## config.mk

```make
export PLATFORM = sky130hd
export DESIGN_NAME = two_wire_audio_command_transmitter
export DESIGN_NICKNAME = d
export VERILOG_FILES = /design/src/sv/twa_pkg.sv /design/src/sv/two_wire_audio_command_transmitter.sv /design/src/sv/twa_core.sv
export SDC_FILE = /design/constraint.sdc
export NUM_CORES = 1
export LEC_CHECK = 0
export BUFFER_PORTS_ARGS = -buffer_cell sky130_fd_sc_hd__buf_2
export CORE_MARGIN = 2
export CORE_UTILIZATION = 62
export CTS_BUF_LIST = sky130_fd_sc_hd__clkbuf_8
export DETAILED_ROUTE_END_ITERATION = 10
export PLACE_DENSITY = 0.83
export SYNTH_ARGS = -nofsm -noshare
export SYNTH_HDL_FRONTEND = slang
export SYNTH_SLANG_ARGS = --single-unit
```

## constraint.sdc

```tcl
create_clock -name clk -period 3 [get_ports clk]
set_clock_uncertainty 0.1 [all_clocks]
set_input_delay 0.6 -clock clk [delete_from_list [all_inputs] [get_ports clk]]
set_output_delay 0.6 -clock clk [all_outputs]
set_load 0.02 [all_outputs]
```

## src/sv/twa_pkg.sv

```systemverilog
package twa_pkg;

    localparam int unsigned TIMER_W = 16;
    localparam int unsigned ADDR_W = 10;
    localparam int unsigned VOL_W = 4;
    localparam int unsigned OP_W = 3;
    localparam int unsigned CFG_IDX_W = 2;

    localparam logic [15:0] WORD_PLAY_AFTER = 16'hFFF3;
    localparam logic [15:0] WORD_LOOP = 16'hFFF2;
    localparam logic [15:0] WORD_STOP = 16'hFFFE;
    localparam logic [15:0] WORD_VOLUME = 16'hFFE0;

    localparam logic [TIMER_W-1:0] START_LOW_RESET = 16'd5000;
    localparam logic [TIMER_W-1:0] HALF_BIT_RESET = 16'd200;
    localparam logic [TIMER_W-1:0] GAP_RESET = 16'd2000;

    typedef enum logic [OP_W-1:0] {
        OP_TICK = 3'd0,
        OP_PLAY = 3'd1,
        OP_PLAY_AFTER = 3'd2,
        OP_LOOP = 3'd3,
        OP_STOP = 3'd4,
        OP_VOLUME = 3'd5
    } op_t;

    typedef enum logic [CFG_IDX_W-1:0] {
        CFG_START_LOW = 2'd0,
        CFG_HALF_BIT = 2'd1,
        CFG_GAP = 2'd2
    } cfg_idx_t;

    typedef enum logic [4:0] {
        PH_IDLE = 5'b00001,
        PH_START = 5'b00010,
        PH_LOW = 5'b00100,
        PH_HIGH = 5'b01000,
        PH_GAP = 5'b10000
    } phase_t;

    typedef struct packed {
        logic accepted;
        logic busy_res;
        logic data_line;
        logic clock_line;
    } result_t;

endpackage

```

## src/sv/two_wire_audio_command_transmitter.sv

```systemverilog
// Channel   Direction  Word
// s_axis    in         tuser: op; tdata: sound_address, volume_level
// m_axis    out        tdata: clock_line, data_line, busy_res, accepted
// cfg       in         cfg_index selects the timing register, cfg_data is its value
//
// Each word in gives one word out; one word is taken every cycle unless the output buffer is full.
// The line state advances in a single registered step per word, and the result
// goes to a two-entry output buffer, so input stalls only when both entries are full.
// Reset restores the timing defaults and leaves both lines high and the block idle.
module two_wire_audio_command_transmitter
(
    input  logic                          clk,
    input  logic                          rst_n,
    input  logic                          s_tvalid,
    output logic                          s_tready,
    // [9:0] sound_address, [13:10] volume_level, [15:14] zero
    input  logic [15:0]                   s_tdata,
    // [2:0] op
    input  logic [2:0]                    s_tuser,
    output logic                          m_tvalid,
    input  logic                          m_tready,
    // [0] clock_line, [1] data_line, [2] busy_res, [3] accepted, [7:4] zero
    output logic [7:0]                    m_tdata,
    input  logic                          cfg_valid,
    output logic                          cfg_ready,
    input  logic [twa_pkg::CFG_IDX_W-1:0] cfg_index,
    input  logic [15:0]                   cfg_data
);

    logic step;
    logic take;
    twa_pkg::result_t result;
    twa_pkg::result_t out_reg;
    twa_pkg::result_t skid_reg;
    logic out_valid_reg;
    logic skid_valid_reg;

    assign cfg_ready = 1'b1;
    assign s_tready = !skid_valid_reg;
    assign step = s_tvalid && s_tready;
    assign take = out_valid_reg && m_tready;

    twa_core u_core
    (
        .clk           (clk),
        .rst_n         (rst_n),
        .cfg_write     (cfg_valid && cfg_ready),
        .cfg_index     (cfg_index),
        .cfg_data      (cfg_data),
        .step          (step),
        .op            (s_tuser),
        .sound_address (s_tdata[9:0]),
        .volume_level  (s_tdata[13:10]),
        .result        (result)
    );

    always_ff @(posedge clk or negedge rst_n)
    begin
        if (!rst_n)
        begin
            out_valid_reg <= 1'b0;
            skid_valid_reg <= 1'b0;
        end
        else if (skid_valid_reg && take)
        begin
            skid_valid_reg <= 1'b0;
        end
        else if (step)
        begin
            if (out_valid_reg && !take)
            begin
                skid_valid_reg <= 1'b1;
            end
            else
            begin
                out_valid_reg <= 1'b1;
            end
        end
        else if (take)
        begin
            out_valid_reg <= 1'b0;
        end
    end

    always_ff @(posedge clk)
    begin
        if (skid_valid_reg && take)
        begin
            out_reg <= skid_reg;
        end
        else if (step)
        begin
            if (out_valid_reg && !take)
            begin
                skid_reg <= result;
            end
            else
            begin
                out_reg <= result;
            end
        end
    end

    assign m_tvalid = out_valid_reg;
    assign m_tdata = {4'd0, out_reg.accepted, out_reg.busy_res, out_reg.data_line,
        out_reg.clock_line};

endmodule

```

## src/sv/twa_core.sv

```systemverilog
module twa_core
(
    input  logic                               clk,
    input  logic                               rst_n,
    input  logic                               cfg_write,
    input  logic [twa_pkg::CFG_IDX_W-1:0]      cfg_index,
    input  logic [twa_pkg::TIMER_W-1:0]        cfg_data,
    input  logic                               step,
    input  logic [twa_pkg::OP_W-1:0]           op,
    input  logic [twa_pkg::ADDR_W-1:0]         sound_address,
    input  logic [twa_pkg::VOL_W-1:0]          volume_level,
    output twa_pkg::result_t                   result
);

    logic [twa_pkg::TIMER_W-1:0] start_low_reg;
    logic [twa_pkg::TIMER_W-1:0] half_bit_reg;
    logic [twa_pkg::TIMER_W-1:0] gap_reg;

    logic [31:0] pending_reg, pending_next;
    logic [2:0] bytes_left_reg, bytes_left_next;
    logic [2:0] bit_index_reg, bit_index_next;
    twa_pkg::phase_t phase_reg, phase_next;
    logic [twa_pkg::TIMER_W-1:0] timer_reg, timer_next;
    logic clock_reg, clock_next;
    logic data_reg, data_next;
    logic accepted;

    logic [1:0] byte_sel;
    logic [7:0] cur_byte;
    logic [2:0] low_bit_index;
    logic [2:0] bytes_dec;
    logic is_command;

    always_ff @(posedge clk or negedge rst_n)
    begin
        if (!rst_n)
        begin
            start_low_reg <= twa_pkg::START_LOW_RESET;
            half_bit_reg <= twa_pkg::HALF_BIT_RESET;
            gap_reg <= twa_pkg::GAP_RESET;
        end
        else if (cfg_write)
        begin
            if (cfg_index == twa_pkg::CFG_START_LOW)
            begin
                start_low_reg <= cfg_data;
            end
            else if (cfg_index == twa_pkg::CFG_HALF_BIT)
            begin
                half_bit_reg <= cfg_data;
            end
            else if (cfg_index == twa_pkg::CFG_GAP)
            begin
                gap_reg <= cfg_data;
            end
        end
    end

    assign byte_sel = 2'(bytes_left_reg - 3'd1);
    assign cur_byte = pending_reg[{byte_sel, 3'b000} +: 8];
    assign low_bit_index = (phase_reg == twa_pkg::PH_START) ? 3'd0 : 3'(bit_index_reg + 3'd1);
    assign bytes_dec = (bytes_left_reg != 3'd0) ? 3'(bytes_left_reg - 3'd1) : 3'd0;
    assign is_command = (op == twa_pkg::OP_PLAY) || (op == twa_pkg::OP_PLAY_AFTER)
        || (op == twa_pkg::OP_LOOP) || (op == twa_pkg::OP_STOP)
        || (op == twa_pkg::OP_VOLUME);

    always_comb
    begin
        pending_next = pending_reg;
        bytes_left_next = bytes_left_reg;
        bit_index_next = bit_index_reg;
        phase_next = phase_reg;
        timer_next = timer_reg;
        clock_next = clock_reg;
        data_next = data_reg;
        accepted = 1'b0;

        if (op == twa_pkg::OP_TICK)
        begin
            if (phase_reg != twa_pkg::PH_IDLE)
            begin
                if (timer_reg > 16'd1)
                begin
                    timer_next = timer_reg - 16'd1;
                end
                else
                begin
                    unique case (phase_reg)
                        twa_pkg::PH_START, twa_pkg::PH_LOW, twa_pkg::PH_HIGH:
                        begin
                            if (phase_reg == twa_pkg::PH_LOW)
                            begin
                                phase_next = twa_pkg::PH_HIGH;
                                clock_next = 1'b1;
                                timer_next = half_bit_reg;
                            end
                            else if (phase_reg == twa_pkg::PH_HIGH && bit_index_reg == 3'd7)
                            begin
                                phase_next = twa_pkg::PH_GAP;
                                clock_next = 1'b1;
                                data_next = 1'b1;
                                timer_next = gap_reg;
                            end
                            else
                            begin
                                bit_index_next = low_bit_index;
                                phase_next = twa_pkg::PH_LOW;
                                clock_next = 1'b0;
                                data_next = cur_byte[low_bit_index];
                                timer_next = half_bit_reg;
                            end
                        end
                        twa_pkg::PH_GAP:
                        begin
                            bytes_left_next = bytes_dec;
                            if (bytes_dec != 3'd0)
                            begin
                                phase_next = twa_pkg::PH_START;
                                clock_next = 1'b0;
                                timer_next = start_low_reg;
                            end
                            else
                            begin
                                phase_next = twa_pkg::PH_IDLE;
                                timer_next = '0;
                                pending_next = '0;
                            end
                        end
                        default:
                        begin
                            phase_next = twa_pkg::PH_IDLE;
                            timer_next = '0;
                        end
                    endcase
                end
            end
        end
        else if (is_command && phase_reg == twa_pkg::PH_IDLE)
        begin
            bytes_left_next = 3'd2;
            unique case (op)
                twa_pkg::OP_PLAY:
                begin
                    pending_next = {22'd0, sound_address};
                end
                twa_pkg::OP_PLAY_AFTER:
                begin
                    pending_next = {twa_pkg::WORD_PLAY_AFTER, 6'd0, sound_address};
                    bytes_left_next = 3'd4;
                end
                twa_pkg::OP_LOOP:
                begin
                    pending_next = {16'd0, twa_pkg::WORD_LOOP};
                end
                twa_pkg::OP_STOP:
                begin
                    pending_next = {16'd0, twa_pkg::WORD_STOP};
                end
                default:
                begin
                    pending_next = {16'd0, twa_pkg::WORD_VOLUME + {12'd0, volume_level}};
                end
            endcase
            bit_index_next = 3'd0;
            phase_next = twa_pkg::PH_START;
            clock_next = 1'b0;
            timer_next = start_low_reg;
            accepted = 1'b1;
        end
    end

    always_ff @(posedge clk or negedge rst_n)
    begin
        if (!rst_n)
        begin
            pending_reg <= '0;
            bytes_left_reg <= '0;
            bit_index_reg <= '0;
            phase_reg <= twa_pkg::PH_IDLE;
            timer_reg <= '0;
            clock_reg <= 1'b1;
            data_reg <= 1'b1;
        end
        else if (step)
        begin
            pending_reg <= pending_next;
            bytes_left_reg <= bytes_left_next;
            bit_index_reg <= bit_index_next;
            phase_reg <= phase_next;
            timer_reg <= timer_next;
            clock_reg <= clock_next;
            data_reg <= data_next;
        end
    end

    assign result.accepted = accepted;
    assign result.busy_res = (phase_next != twa_pkg::PH_IDLE);
    assign result.data_line = data_next;
    assign result.clock_line = clock_next;

endmodule

```

; Word level (Yosys, flattened, before mapping)
; Cells that the tools add are included.
[totals]
reg_bits = 119
input_bits = 42
output_inout_bits = 11
word_cells = 151
[classes]
addsub = 4
order_cmp = 2
n_eq_ne = 24
shift = 1
n_mux = 65
n_bitwise = 3
n_reduce_logical = 32
[ops]
columns = op, count
row1 = 2-to-1 mux 32 bit, 6
row2 = case mux 32 bit (4 select lines), 1
row3 = 2-to-1 mux 16 bit, 7
row4 = 2-to-1 mux 3 bit, 15
row5 = case mux 16 bit (2 select lines), 1
row6 = indexed part select 32 x 6 -> 8 bit, 1
row7 = 2-to-1 mux 5 bit, 6
row8 = 2-to-1 mux 1 bit, 22
row9 = "inequality test 2 bit, second input constant", 9
row10 = "> comparator 16 x 1 -> 1 bit, second input constant", 1
row11 = "subtractor 16 x 1 -> 16 bit, second input constant", 1
row12 = 2-to-1 mux 4 bit, 3
row13 = AND reduction 3 bit, 4
row14 = "inequality test 5 x 1 -> 1 bit, second input constant", 2
row15 = case mux 5 bit (2 select lines), 1
row16 = "equality test 3 bit, second input constant", 3
row17 = nonzero test 2 bit, 4
row18 = "adder 6 x 5 -> 7 bit, first input constant", 1
row19 = AND reduction 7 bit, 1
row20 = "equality test 3 x 2 -> 1 bit, second input constant", 2
row21 = logical AND 1 bit, 6
row22 = AND reduction 2 bit, 3
row23 = AND reduction 6 bit, 1
row24 = nonzero test 3 bit, 2
row25 = other kinds (22), 28

; Depth between registers and ports, before layout
; Gate-level depths: netlist of run 1.
[depth]
depth_word = 13
depth_mapped = 11
ltp_nobuf = 9

; By module
; Synthesis of run 1 repeated with hierarchy kept, for this count alone.
[unflattened]
cells_unflattened = 510
area_unflattened_um2 = 5325.1
[by_module_without_submodules]
columns = module, instances, cells_per_inst, area_per_inst_um2, seq_area_each_um2
row1 = twa_core, 1, 477, 4877.2, 2248.4
row2 = two_wire_audio_command_transmitter, 1, 33, 447.9, 290.3

; Least setup slack after synthesis of run 1
; OpenSTA, ideal clock, no wires.
[synth_path]
path_type = reg2reg
from = reg u_core.bytes_left_reg[0]
to = reg u_core.pending_reg[1]
setup_time_ps = 132
arrival_time_ps = 2251
required_ps = 2768
slack_ps = 517
path_stages_with_launch = 10
n_path_buf = 2
synth_period_minus_slack_ps = 2483
path_cell_list = dfrtp_1 buf_1 inv_1 ha_1 a21oi_1 or4_4 a221o_1 buf_6 nand2_1 o31ai_1
[synth_between]
elab_chain_cells = 5
word_cells_on_any_way = 6
cone_classes = 1 x add/sub / 1 x eq/ne / 1 x mux / 3 x reduce/logical
[synth_lines]
columns = item, line_no
row1 = start: declaration, twa_core.sv:20  ; logic [2:0] bytes_left_reg, bytes_left_next;
row2 = start signal: assignment, twa_core.sv:187  ; bytes_left_reg <= bytes_left_next;
row3 = subtractor 3 x 1 -> 3 bit / nonzero test 3 bit (equally long branches), n/a
row4 = 2-to-1 mux 3 bit (*), twa_core.sv:62  ; assign bytes_dec = (bytes_left_reg != 3'd0) ? 3'(bytes_left_reg - 3'd1) : 3'd0;
row5 = nonzero test 3 bit (*), twa_core.sv:116  ; if (bytes_dec != 3'd0)
row6 = inequality test 2 bit (no line) (*), n/a
row7 = AND reduction 6 bit (no line) (*), n/a
row8 = end signal: assignment, twa_core.sv:186  ; pending_reg <= pending_next;
row9 = end: declaration, twa_core.sv:19  ; logic [31:0] pending_reg, pending_next;
; Every way passes the cells marked *; elsewhere a longest branch is shown, timed or not.
; A chain may end at the register's enable or synchronous reset.

; Final worst setup path of run 1
[layout_path]
from = reg u_core.phase_reg[3]
to = reg u_core.timer_reg[5] in the netlist's numbering
[layout_between]
elab_chain_cells = 8
word_cells_on_any_way = 18
cone_classes = 7 x eq/ne / 6 x mux / 5 x reduce/logical
[layout_lines]
columns = item, line_no
row1 = start: declaration, twa_core.sv:22  ; twa_pkg::phase_t phase_reg, phase_next;
row2 = start signal: assignment, twa_core.sv:179  ; phase_reg <= twa_pkg::PH_IDLE;
row3 = start signal: assignment, twa_core.sv:189  ; phase_reg <= phase_next;
row4 = equality test 5 x 4 -> 1 bit, "twa_core.sv:88, twa_core.sv:97"
row5 = logical AND 1 bit, twa_core.sv:97  ; else if (phase_reg == twa_pkg::PH_HIGH && bit_index_reg == 3'd7)
row6 = 2-to-1 mux 16 bit, twa_core.sv:97
row7 = 2-to-1 mux 16 bit, twa_core.sv:91  ; if (phase_reg == twa_pkg::PH_LOW)
row8 = case mux 16 bit (2 select lines), twa_core.sv:88  ; unique case (phase_reg)
row9 = 2-to-1 mux 16 bit, twa_core.sv:82  ; if (timer_reg > 16'd1)
row10 = 2-to-1 mux 16 bit, twa_core.sv:80  ; if (phase_reg != twa_pkg::PH_IDLE)
row11 = 2-to-1 mux 16 bit, twa_core.sv:78  ; if (op == twa_pkg::OP_TICK)
row12 = end signal: assignment, twa_core.sv:190  ; timer_reg <= timer_next;
row13 = end: declaration, twa_core.sv:23  ; logic [twa_pkg::TIMER_W-1:0] timer_reg, timer_next;
; Parallel ways exist; a longest one is shown, timed or not. The select of a mux whose other input is x is not followed.

==> reports/results.ini, run 1 <==
[outcome]
status = finished clean

[synthesis]
yosys-top-cells-area = dfrtp_1, mux2_2, dfstp_2, edfxtp_1, o21ai_0
synth_top_family_by_area = compound AO/OA/AOI/OAI gates
synthCells = 539
syn_area_um2 = 5440
async_flop_share_pct = 91.9
syn_area_per_cell_um2 = 10.1
synth_top_area_share_pct = 34.0
synth-compound-area-share_pct = 17.1
muxShareOfSynthArea_pct = 13.3
synth_xor_xnor_area_share_pct = 1.45
yosys_warnings = 0
ys_ff_latch = 99
ys_types = 70
synthSimpleGateAreaFrac_pct = 15.0
ys_seq_area_share_pct = 46.7
synth-edff-count = 8
synth_top_area_cell = dfrtp_1
synth_fa_ha_area_share_pct = 1.79
synth_flop_cell = dfrtp_1

[critical_path]
cp-start-kind = flip-flop
cp.arrival_ns = 2.98
crit_path_max_fanout = 20
end_kind = flip-flop
r2r_start = u_core.phase_reg[3]
cpPeakStageDelay_ns = 0.57
path_class = flip-flop to flip-flop
crit_chain = nor4_1, nand2_1, or4_4, o31a_1, a221oi_1, nor2_1
cp_slowest_cell = or4_4
critPathLaunch = u_core.phase_reg[3]
crit_required_ns = 3.15

[layout]
final_cells = 698
layout-drive-gt1-share_pct = 27.8
layout_common_cells = dfrtp_1, mux2_2, nand2_1
final_common_cell = dfrtp_1
antenna_cells = 0
nNetsFinal = 634
area_growth_pct = 10.8
num-fill-cells = 667

[cts]
cts_buffers = 9
cts_setup_buffers = 0
cts_hold_buf = 0
cts_sinks = 99
cts_resized = 0
path_clk_slew_ns = 0.10
max-clock-path-buffers = 2
insertion_delay_ns = 0.38
clockRootBuffer = clkbuf_8
cts_max_level = 3
tritoncts = yes

[global_routing]
grt_max_degree = 55
grt_antenna_before_repair = 0
grt-ovfl-total = 0
grt_pass1_vias = 4447
track_usage_pct = 27.1
grt_pass1_wl_um = 21100

[floorplanning]
fp.dieArea_um2 = 9540
die_y_um = 97.7
coreArea_um2 = 8590
initial_utilization_pct = 63.3
ios = 53
die_w_um = 97.7
core.rowCount = 34

[power_and_ir_drop]
clockPowerShare_pct = 24.5
p_seq_share_pct = 50.1
vdd_drop_max_mv = 0.358
swShare_pct = 32.8
p_leak_nw = 2.61
power.density_nw_per_um2 = 638
power.switching_mw = 1.26
p_int_mw = 2.58
combPwrFrac_pct = 25.4

[placement]
port_buffers = 45
hpwl_um = 8960
dp_cells = 682
gp_congestion = 0.911

[timing]
slew_violations = 0
setup_viol = 0
relSlewSlack_pct = 46.2
setup_tns_ns = 0
max_freq_mhz = 353
tightestPinTransition_ns = 0.807
rsz0062_at_grt = false
finalHoldViolCount = 0
fin_crit_sh_pct = 94.3
period_needed_ns = 2.83

[detailed_routing]
antenna_left = 0
drt_iter0_drc = 332
finalWirelength_um = 12600
first_pass_iters = 5
routed-via-count = 4466
remaining_drc_errors = 0
viasPerCell = 6.40
wire_per_inst_um = 18.0

[run]
maxCapViolations = 0

[min_path]
hold_path.class = primary input to async pin

-- power groups by stage --
stage	Combinational, mW	Sequential [mW]	Clock (mW)
5_1_grt	1.09	1.96	0.996
2_1_floorplan	0.696	1.89	0
3_5_place_dp	0.960	1.94	0
6_report	0.976	1.93	0.944
4_1_cts	0.975	1.92	0.954
3_3_place_gp	0.910	1.92	0
-- cells in the mapped netlist (all sizes together), types with 3 or more instances --
cell type  instances
or4                6
nand2b             3
o211ai             6
dfrtp             74
a21oi             31
nand2             47
o211a              3
xor2               4
a221oi             4
o31ai              7
a211oi             3
and3               4
nor4              10
o21ai             47
mux2i             14
a21o               3
o31a               3
a31oi              5
edfxtp             8
a22oi              5
nand3             18
clkbuf            20
nand3b             4
nor3              15
nor2b              3
nor2              39
dfstp             17
a222oi             5
mux2              52
o21a               4
buf               14
a22o               5
nor3b              3
inv               16
xnor2              5
ha                 7
-- metal layers --
| metal | wire length (um) | vias up | track usage, % |
|---|---|---|---|
| li1 | - | 2064 | - |
| met1 | 4960 | 2197 | 33.8 |
| met2 | 6550 | 166 | 47.4 |
| met3 | 721 | 39 | 3.96 |
| met4 | 340 | 0 | 10.8 |
| met5 | 0 | - | 0 |
-- worst max-delay path, delay by kind of cell, from the launching register on --
kind | cells | cell delay [ns]
AO/OA/AOI/OAI | 2 | 0.67
flip-flops | 1 | 0.56
AND/OR/NAND/NOR | 4 | 1.36
-- path summary, 6_finish.rpt --
kind / slack, ns / cells after the start / end
max reg2reg: 0.17 / 6 / u_core.timer_reg[5]
min reg2reg: 0.39 / 2 / u_core.pending_reg[6]
min in group clk: 0.31 / 2 / skid_valid_reg
max: 0.17 / 6 / u_core.timer_reg[5]
max in group asynchronous: 2.00 / 2 / u_core.start_low_reg[8]
min: 0.08 / 1 / u_core.pending_reg[7]
-- final cells by class --
| class | count | area, um^2 | share of cell area [%] |
|---|---|---|---|
| repair buffers | 66 | 398 | 6.60 |
| flip-flops and latches | 99 | 2540 | 42.1 |
| well taps | 108 | 135 | 2.24 |
| clock buffers | 10 | 138 | 2.28 |
| clock inverters | 6 | 82.6 | 1.37 |
| inverters | 16 | 60.1 | 0.996 |
| multi-input cells | 393 | 2680 | 44.4 |
-- per-stage QoR --
step	instance area, um^2	hold slack [ns]	utilization (%)	setup WS, ns	power [mW]
3_3_place_gp	5810	0.370	67.6	0.351	2.83
6_report	6030	0.0817	70.2	0.170	3.85
5_1_grt	6030	0.132	70.2	0.0228	4.05
2_1_floorplan	5450	0.204	-	0.517	2.59
4_1_cts	6030	0.106	70.2	0.285	3.85
3_5_place_dp	5810	0.375	67.6	0.307	2.90
-- cell families (layout without fill, tap and decap cells) --
group                      after synthesis  after routing
DFF                                     99             99
muxes                                   66             66
buffers and inverters                   50             98
adders and majority gates                8              8
xor gates and xnor gates                 9              9
and+or+nand+nor                        162            162
AOI/OAI and AO/OA                      143            143
other                                    2              5
Power figures use the tool's default switching activity.
==> run 2, diff against run 1 <==
Settings changed: ABC_CLOCK_PERIOD_IN_PS set to 3000, CORE_UTILIZATION 62 to 50, PLACE_DENSITY 0.83 to 0.69, RECOVER_POWER set to 25.
==> run 2 against run 1 <==
  * Flip-flop and latch count stayed put
  * Setup slack better by 0.030 ns
  * Clock-buffer cell count stayed put
  * Sequential power hardly changed
  * Register-to-register slack better by 0.03 ns
  * First-iteration DRC count is 11% lower
  * Cell count is 4.9% higher
  * Combinational power is 1% lower
  * Non-clock buffer count is 2 higher
  * Critical endpoint is now u_core.pending_reg[3]
==> reports/results.ini, run 2 (synthesis gave the netlist of run 1 again) <==
[outcome]
status = finished clean

[global_routing]
grt_antenna_before_repair = 0  ; unchanged
grt_max_degree = 50  ; -9.1%
track_usage_pct = 23.8  ; -3.3 points
grt_pass1_vias = 4453  ; +0.13%
grt_pass1_wl_um = 21500  ; +1.8%
grt-ovfl-total = 0  ; unchanged

[timing]
period_needed_ns = 2.80  ; -0.0305 ns
finalHoldViolCount = 0  ; unchanged
setup_tns_ns = 0  ; unchanged
relSlewSlack_pct = 21.4  ; -25 points
setup_viol = 0  ; unchanged
rsz0062_at_grt = false
max_freq_mhz = 357  ; +1.1%
slew_violations = 0  ; unchanged
tightestPinTransition_ns = 1.18  ; +0.372 ns
fin_crit_sh_pct = 93.3  ; -1.0 points

[critical_path]
cp.arrival_ns = 3.02  ; +0.04 ns
crit_path_max_fanout = 15  ; -25%
path_class = flip-flop to flip-flop
crit_chain = inv_2, or4_4, or4_4, a221o_1, a211oi_1, a21o_1
cpPeakStageDelay_ns = 0.55  ; -0.02 ns
cp-start-kind = flip-flop
r2r_start = u_core.phase_reg[4]
r2r-end = u_core.pending_reg[3]
crit_family = simple AND/OR/NAND/NOR gates
reg2reg_slack_ns = 0.20  ; +0.03 ns
r2r_cells = 6  ; unchanged
crit_buf_inv = 1  ; +1
crit_required_ns = 3.22  ; +0.07 ns
critPathLaunch = u_core.phase_reg[4]
end_kind = flip-flop
cp_slowest_cell = or4_4
cp_common_cell = or4_4

[power_and_ir_drop]
p_int_mw = 2.41  ; -6.9%
power.switching_mw = 1.24  ; -2.1%
swShare_pct = 33.9  ; +1.1 points
p_leak_nw = 2.60  ; -0.63%
power.density_nw_per_um2 = 606  ; -5.0%
p_seq_share_pct = 52.8  ; +2.7 points
vdd_drop_max_mv = 0.437  ; +22%
combPwrFrac_pct = 26.5  ; +1.1 points
clockPowerShare_pct = 20.7  ; -3.8 points

[placement]
dp_cells = 716  ; +5.0%
port_buffers = 45  ; unchanged
gp_congestion = 0.915  ; +0.45%
hpwl_um = 9100  ; +1.5%

[detailed_routing]
first_pass_iters = 6  ; +1
antenna_left = 0  ; unchanged
remaining_drc_errors = 0  ; unchanged
wire_per_inst_um = 17.5  ; -3.1%
routed-via-count = 4323  ; -3.2%
viasPerCell = 5.91  ; -7.7%
drt_iter0_drc = 296  ; -11%
finalWirelength_um = 12800  ; +1.7%

[floorplanning]
die_w_um = 108  ; +11%
fp.dieArea_um2 = 11700  ; +23%
die_y_um = 108  ; +11%
initial_utilization_pct = 50.6  ; -13 points
coreArea_um2 = 10700  ; +25%
ios = 53  ; unchanged
core.rowCount = 38  ; +12%

[min_path]
holdCritStartpoint = m_tready
hold_path.class = primary input to flip-flop
hold_depth = 2
min_to = skid_valid_reg

[cts]
cts_buffers = 9  ; unchanged
cts_resized = 0  ; unchanged
cts_setup_buffers = 0  ; unchanged
max-clock-path-buffers = 2  ; unchanged
cts_hold_buf = 0  ; unchanged
path_clk_slew_ns = 0.09  ; about the same
tritoncts = yes
insertion_delay_ns = 0.39  ; about the same
clockRootBuffer = clkbuf_8
cts_sinks = 99  ; unchanged
cts_max_level = 3  ; unchanged

[layout]
num-fill-cells = 1000  ; +50%
seqCellArea_um2 = 2540  ; unchanged
multi_input_area_um2 = 2680  ; unchanged
area_growth_pct = 10.5
final_cells = 732  ; +4.9%
antenna_cells = 0  ; unchanged
layout-drive-gt1-share_pct = 27.9  ; +0.075 points
layout_common_cells = dfrtp_1, mux2_2, nand2_1
nNetsFinal = 636  ; +0.32%
final_common_cell = dfrtp_1

[run]
maxCapViolations = 0  ; unchanged

run 2: stage by stage:
step	total power, mW	hold WS, ns	utilization [%]	cell area (um^2)	setup WS, ns
6_report	3.64	0.312	55.9	6010	0.201
4_1_cts	3.67	0.123	56.1	6030	0.238
3_5_place_dp	2.91	0.376	54.6	5860	0.296
5_1_grt	3.88	0.315	55.9	6010	0.0525
2_1_floorplan	2.59	0.204	-	5450	0.517
3_3_place_gp	2.85	0.361	54.6	5860	0.317
run 2: final cells by class:
type | count | area share [%]
Multi-Input combinational cell | 393 | 44.5
Sequential cell | 99 | 42.2
Timing Repair Buffer | 68 | 6.58
Tap cell | 140 | 2.91
Clock buffer | 10 | 2.29
Inverter | 16 | 0.999
Clock inverter | 6 | 0.437
run 2: worst register-to-register path, stage by stage, from the launching register on:
cell	delay, ns
dfrtp_1	0.54
inv_2	0.07
or4_4	0.55
or4_4	0.52
a221o_1	0.54
a211oi_1	0.32
a21o_1	0.11
run 2: worst max-delay path by stage:
stage / end / slack [ns] / cells past startpoint
2_1_floorplan: u_core.pending_reg[1] / 0.52 / 9
3_3_place_gp: m_tdata[1] / 0.32 / 8
3_5_place_dp: u_core.pending_reg[3] / 0.30 / 6
4_1_cts: u_core.pending_reg[2] / 0.24 / 6
5_1_grt: u_core.pending_reg[2] / 0.05 / 6
6_report: u_core.pending_reg[3] / 0.20 / 6
run 2: power by group through the flow:
stage	logic, mW	clock network [mW]	registers, mW
6_report	0.964	0.754	1.92
5_1_grt	1.08	0.831	1.96
4_1_cts	0.968	0.778	1.92
3_5_place_dp	0.966	0	1.94
3_3_place_gp	0.927	0	1.93
2_1_floorplan	0.696	0	1.89
run 2: per-layer routing:
layer	global-route usage [%]	routed length, um
met5	0	0
met1	29.5	5560
met2	41.0	6390
met4	10.1	333
met3	4.10	495
==> run 3, diff against run 2 <==
Settings changed: REMOVE_ABC_BUFFERS set to 1.
==> run 3 against run 2 <==
  * The run now ends with capacitance limit, slew limit left
  * Sequential share of layout area shrank 0.31 points
  * Clock-buffer cell count shrank 1
  * Cell count is the same
  * First-iteration DRC count grew 3.0%
  * Utilization grew 0.42 points
  * Global-route usage grew 0.19 points
  * Critical endpoint unchanged
==> reports/results.ini, run 3 (synthesis gave the netlist of run 1 again) <==
[outcome]
status = finished, violations left
violations = capacitance limit, slew limit

[timing]
fin_ws_ns = 0.261  ; +0.0601 ns
max_freq_mhz = 365  ; +2.2%
finalHoldViolCount = 0  ; unchanged
tightestPinTransition_ns = 1.95  ; +0.773 ns
rsz0062_at_grt = false
period_needed_ns = 2.74  ; -0.0601 ns
relSlewSlack_pct = -30.1  ; -52 points
setup_viol = 0  ; unchanged
fin_crit_sh_pct = 91.3  ; -2.0 points
slew_violations = 80  ; +80

[detailed_routing]
antenna_left = 0  ; unchanged
remaining_drc_errors = 0  ; unchanged
finalWirelength_um = 12800  ; +0.39%
viasPerCell = 5.97  ; +1.1%
routed-via-count = 4369  ; +1.1%
wire_per_inst_um = 17.5  ; +0.39%
drt_iter0_drc = 305  ; +3.0%
first_pass_iters = 5  ; -1

[critical_path]
r2r_cells = 6  ; unchanged
cp.depth = 6  ; unchanged
r2r_start = u_core.phase_reg[4]
reg2reg_slack_ns = 0.26  ; +0.06 ns
crit_required_ns = 3.23  ; about the same
end_kind = flip-flop
cpPeakStageDelay_ns = 0.55  ; about the same
crit_path_max_fanout = 15  ; unchanged
cp_slowest_cell = or4_4
path_class = flip-flop to flip-flop
cp-start-kind = flip-flop
crit_chain = inv_2, or4_4, or4_4, a221o_1, a211oi_1, a21o_1
cp_common_cell = or4_4
r2r-end = u_core.pending_reg[3]
crit_family = simple AND/OR/NAND/NOR gates
crit_buf_inv = 1  ; unchanged
cp.arrival_ns = 2.97  ; -0.05 ns

[power_and_ir_drop]
p_total_mw = 3.85  ; +5.7%
p_leak_nw = 2.60  ; about the same
combPwrFrac_pct = 25.0  ; -1.5 points
power.density_nw_per_um2 = 636  ; +4.9%
clockPowerShare_pct = 25.0  ; +4.3 points
swShare_pct = 33.3  ; -0.62 points
vdd_drop_max_mv = 0.480  ; +9.8%
p_seq_share_pct = 50.0  ; -2.8 points
p_int_mw = 2.57  ; +6.7%
power.switching_mw = 1.28  ; +3.8%

[layout]
antenna_cells = 0  ; unchanged
area_growth_pct = 11.3
layout_common_cells = dfrtp_1, mux2_2, nand2_1
multi_input_area_um2 = 2670  ; about the same
nNetsFinal = 636  ; unchanged
final_common_cell = dfrtp_1
layout-drive-gt1-share_pct = 27.4  ; -0.51 points
num-fill-cells = 979  ; -2.1%
seqCellArea_um2 = 2540  ; unchanged

[min_path]
hold_path.class = primary input to flip-flop
holdCritStartpoint = m_tready
hold_depth = 2  ; unchanged
min_to = skid_valid_reg

[global_routing]
track_usage_pct = 24.0  ; +0.19 points
grt_antenna_before_repair = 0  ; unchanged
grt_pass1_wl_um = 21800  ; +1.5%
grt_max_degree = 80  ; +60%
grt_pass1_vias = 4400  ; -1.2%
grt-ovfl-total = 0  ; unchanged

[floorplanning]
die_w_um = 108  ; unchanged
fp.dieArea_um2 = 11700  ; unchanged
ios = 53  ; unchanged
initial_utilization_pct = 50.6  ; unchanged
coreArea_um2 = 10700  ; unchanged
die_y_um = 108  ; unchanged
core.rowCount = 38  ; unchanged

[cts]
path_clk_slew_ns = 0.09  ; about the same
max-clock-path-buffers = 2  ; unchanged
tritoncts = yes
cts_max_level = 3  ; unchanged
cts_resized = 0  ; unchanged
cts_hold_buf = 0  ; unchanged
cts_buffers = 9  ; unchanged
clockRootBuffer = clkbuf_8
cts_setup_buffers = 0  ; unchanged
insertion_delay_ns = 0.39  ; about the same
cts_sinks = 99  ; unchanged

[run]
maxCapViolations = 1  ; +1

[placement]
gp_congestion = 0.898  ; -1.8%
hpwl_um = 9140  ; +0.48%
place_ws_ns = 0.312  ; +0.0160 ns
port_buffers = 45  ; unchanged

-- run 3: cell count changes in the layout (fill, tap and decap cells not counted), moves of 2 or more --
| cell | change |
|---|---|
| buf_2 | -2 |
| buf_4 | -2 |
| bufinv_16 | +2 |
| clkbuf_1 | +5 |
| clkinv_2 | -2 |
| inv_1 | -3 |
-- run 3: layout make-up --
class	instances	share of cell area (%)
multi-input combinational	393	44.2
timing repair buffer	68	6.34
inverter	16	0.992
sequential	99	41.9
clock inverter	7	1.63
tap	140	2.89
clock buffer	9	2.05
-- run 3: metal layers --
| metal | GRT usage [%] | part of all wire, % |
|---|---|---|
| met1 | 29.4 | 43 |
| met2 | 41.7 | 51 |
| met3 | 5.00 | 4.1 |
| met4 | 8.70 | 1.9 |
| met5 | 0 | 0 |
-- run 3: worst max path at each step --
stage	end	from	slack, ns
finish	u_core.pending_reg[3]	u_core.phase_reg[4]	0.26
global route	m_tdata[1]	u_core.timer_reg[10]	0.07
CTS	u_core.pending_reg[3]	u_core.phase_reg[4]	0.29
detailed placement	u_core.pending_reg[3]	u_core.phase_reg[4]	0.31
global placement	u_core.pending_reg[2]	u_core.phase_reg[4]	0.33
floorplan	u_core.pending_reg[2]	s_tuser[2]	-0.09
-- run 3: through the flow --
step	TNS [ns]	cell area, um^2	instances	hold WS (ns)	util, %
2_1_floorplan	-0.294	5270	508	0.204	-
3_3_place_gp	0	5850	716	0.370	54.4
3_5_place_dp	0	5850	716	0.373	54.4
4_1_cts	0	6070	732	0.293	56.5
5_1_grt	0	6050	732	0.309	56.3
6_report	0	6050	732	0.312	56.3
-- run 3: power by group through the flow --
stage | registers [mW] | clock network (mW) | logic [mW]
6_report | 1.92 | 0.964 | 0.961
5_1_grt | 1.97 | 1.04 | 1.08
4_1_cts | 1.92 | 0.989 | 0.970
3_5_place_dp | 1.94 | 0 | 0.965
3_3_place_gp | 1.93 | 0 | 0.932
2_1_floorplan | 1.91 | 0 | 0.654
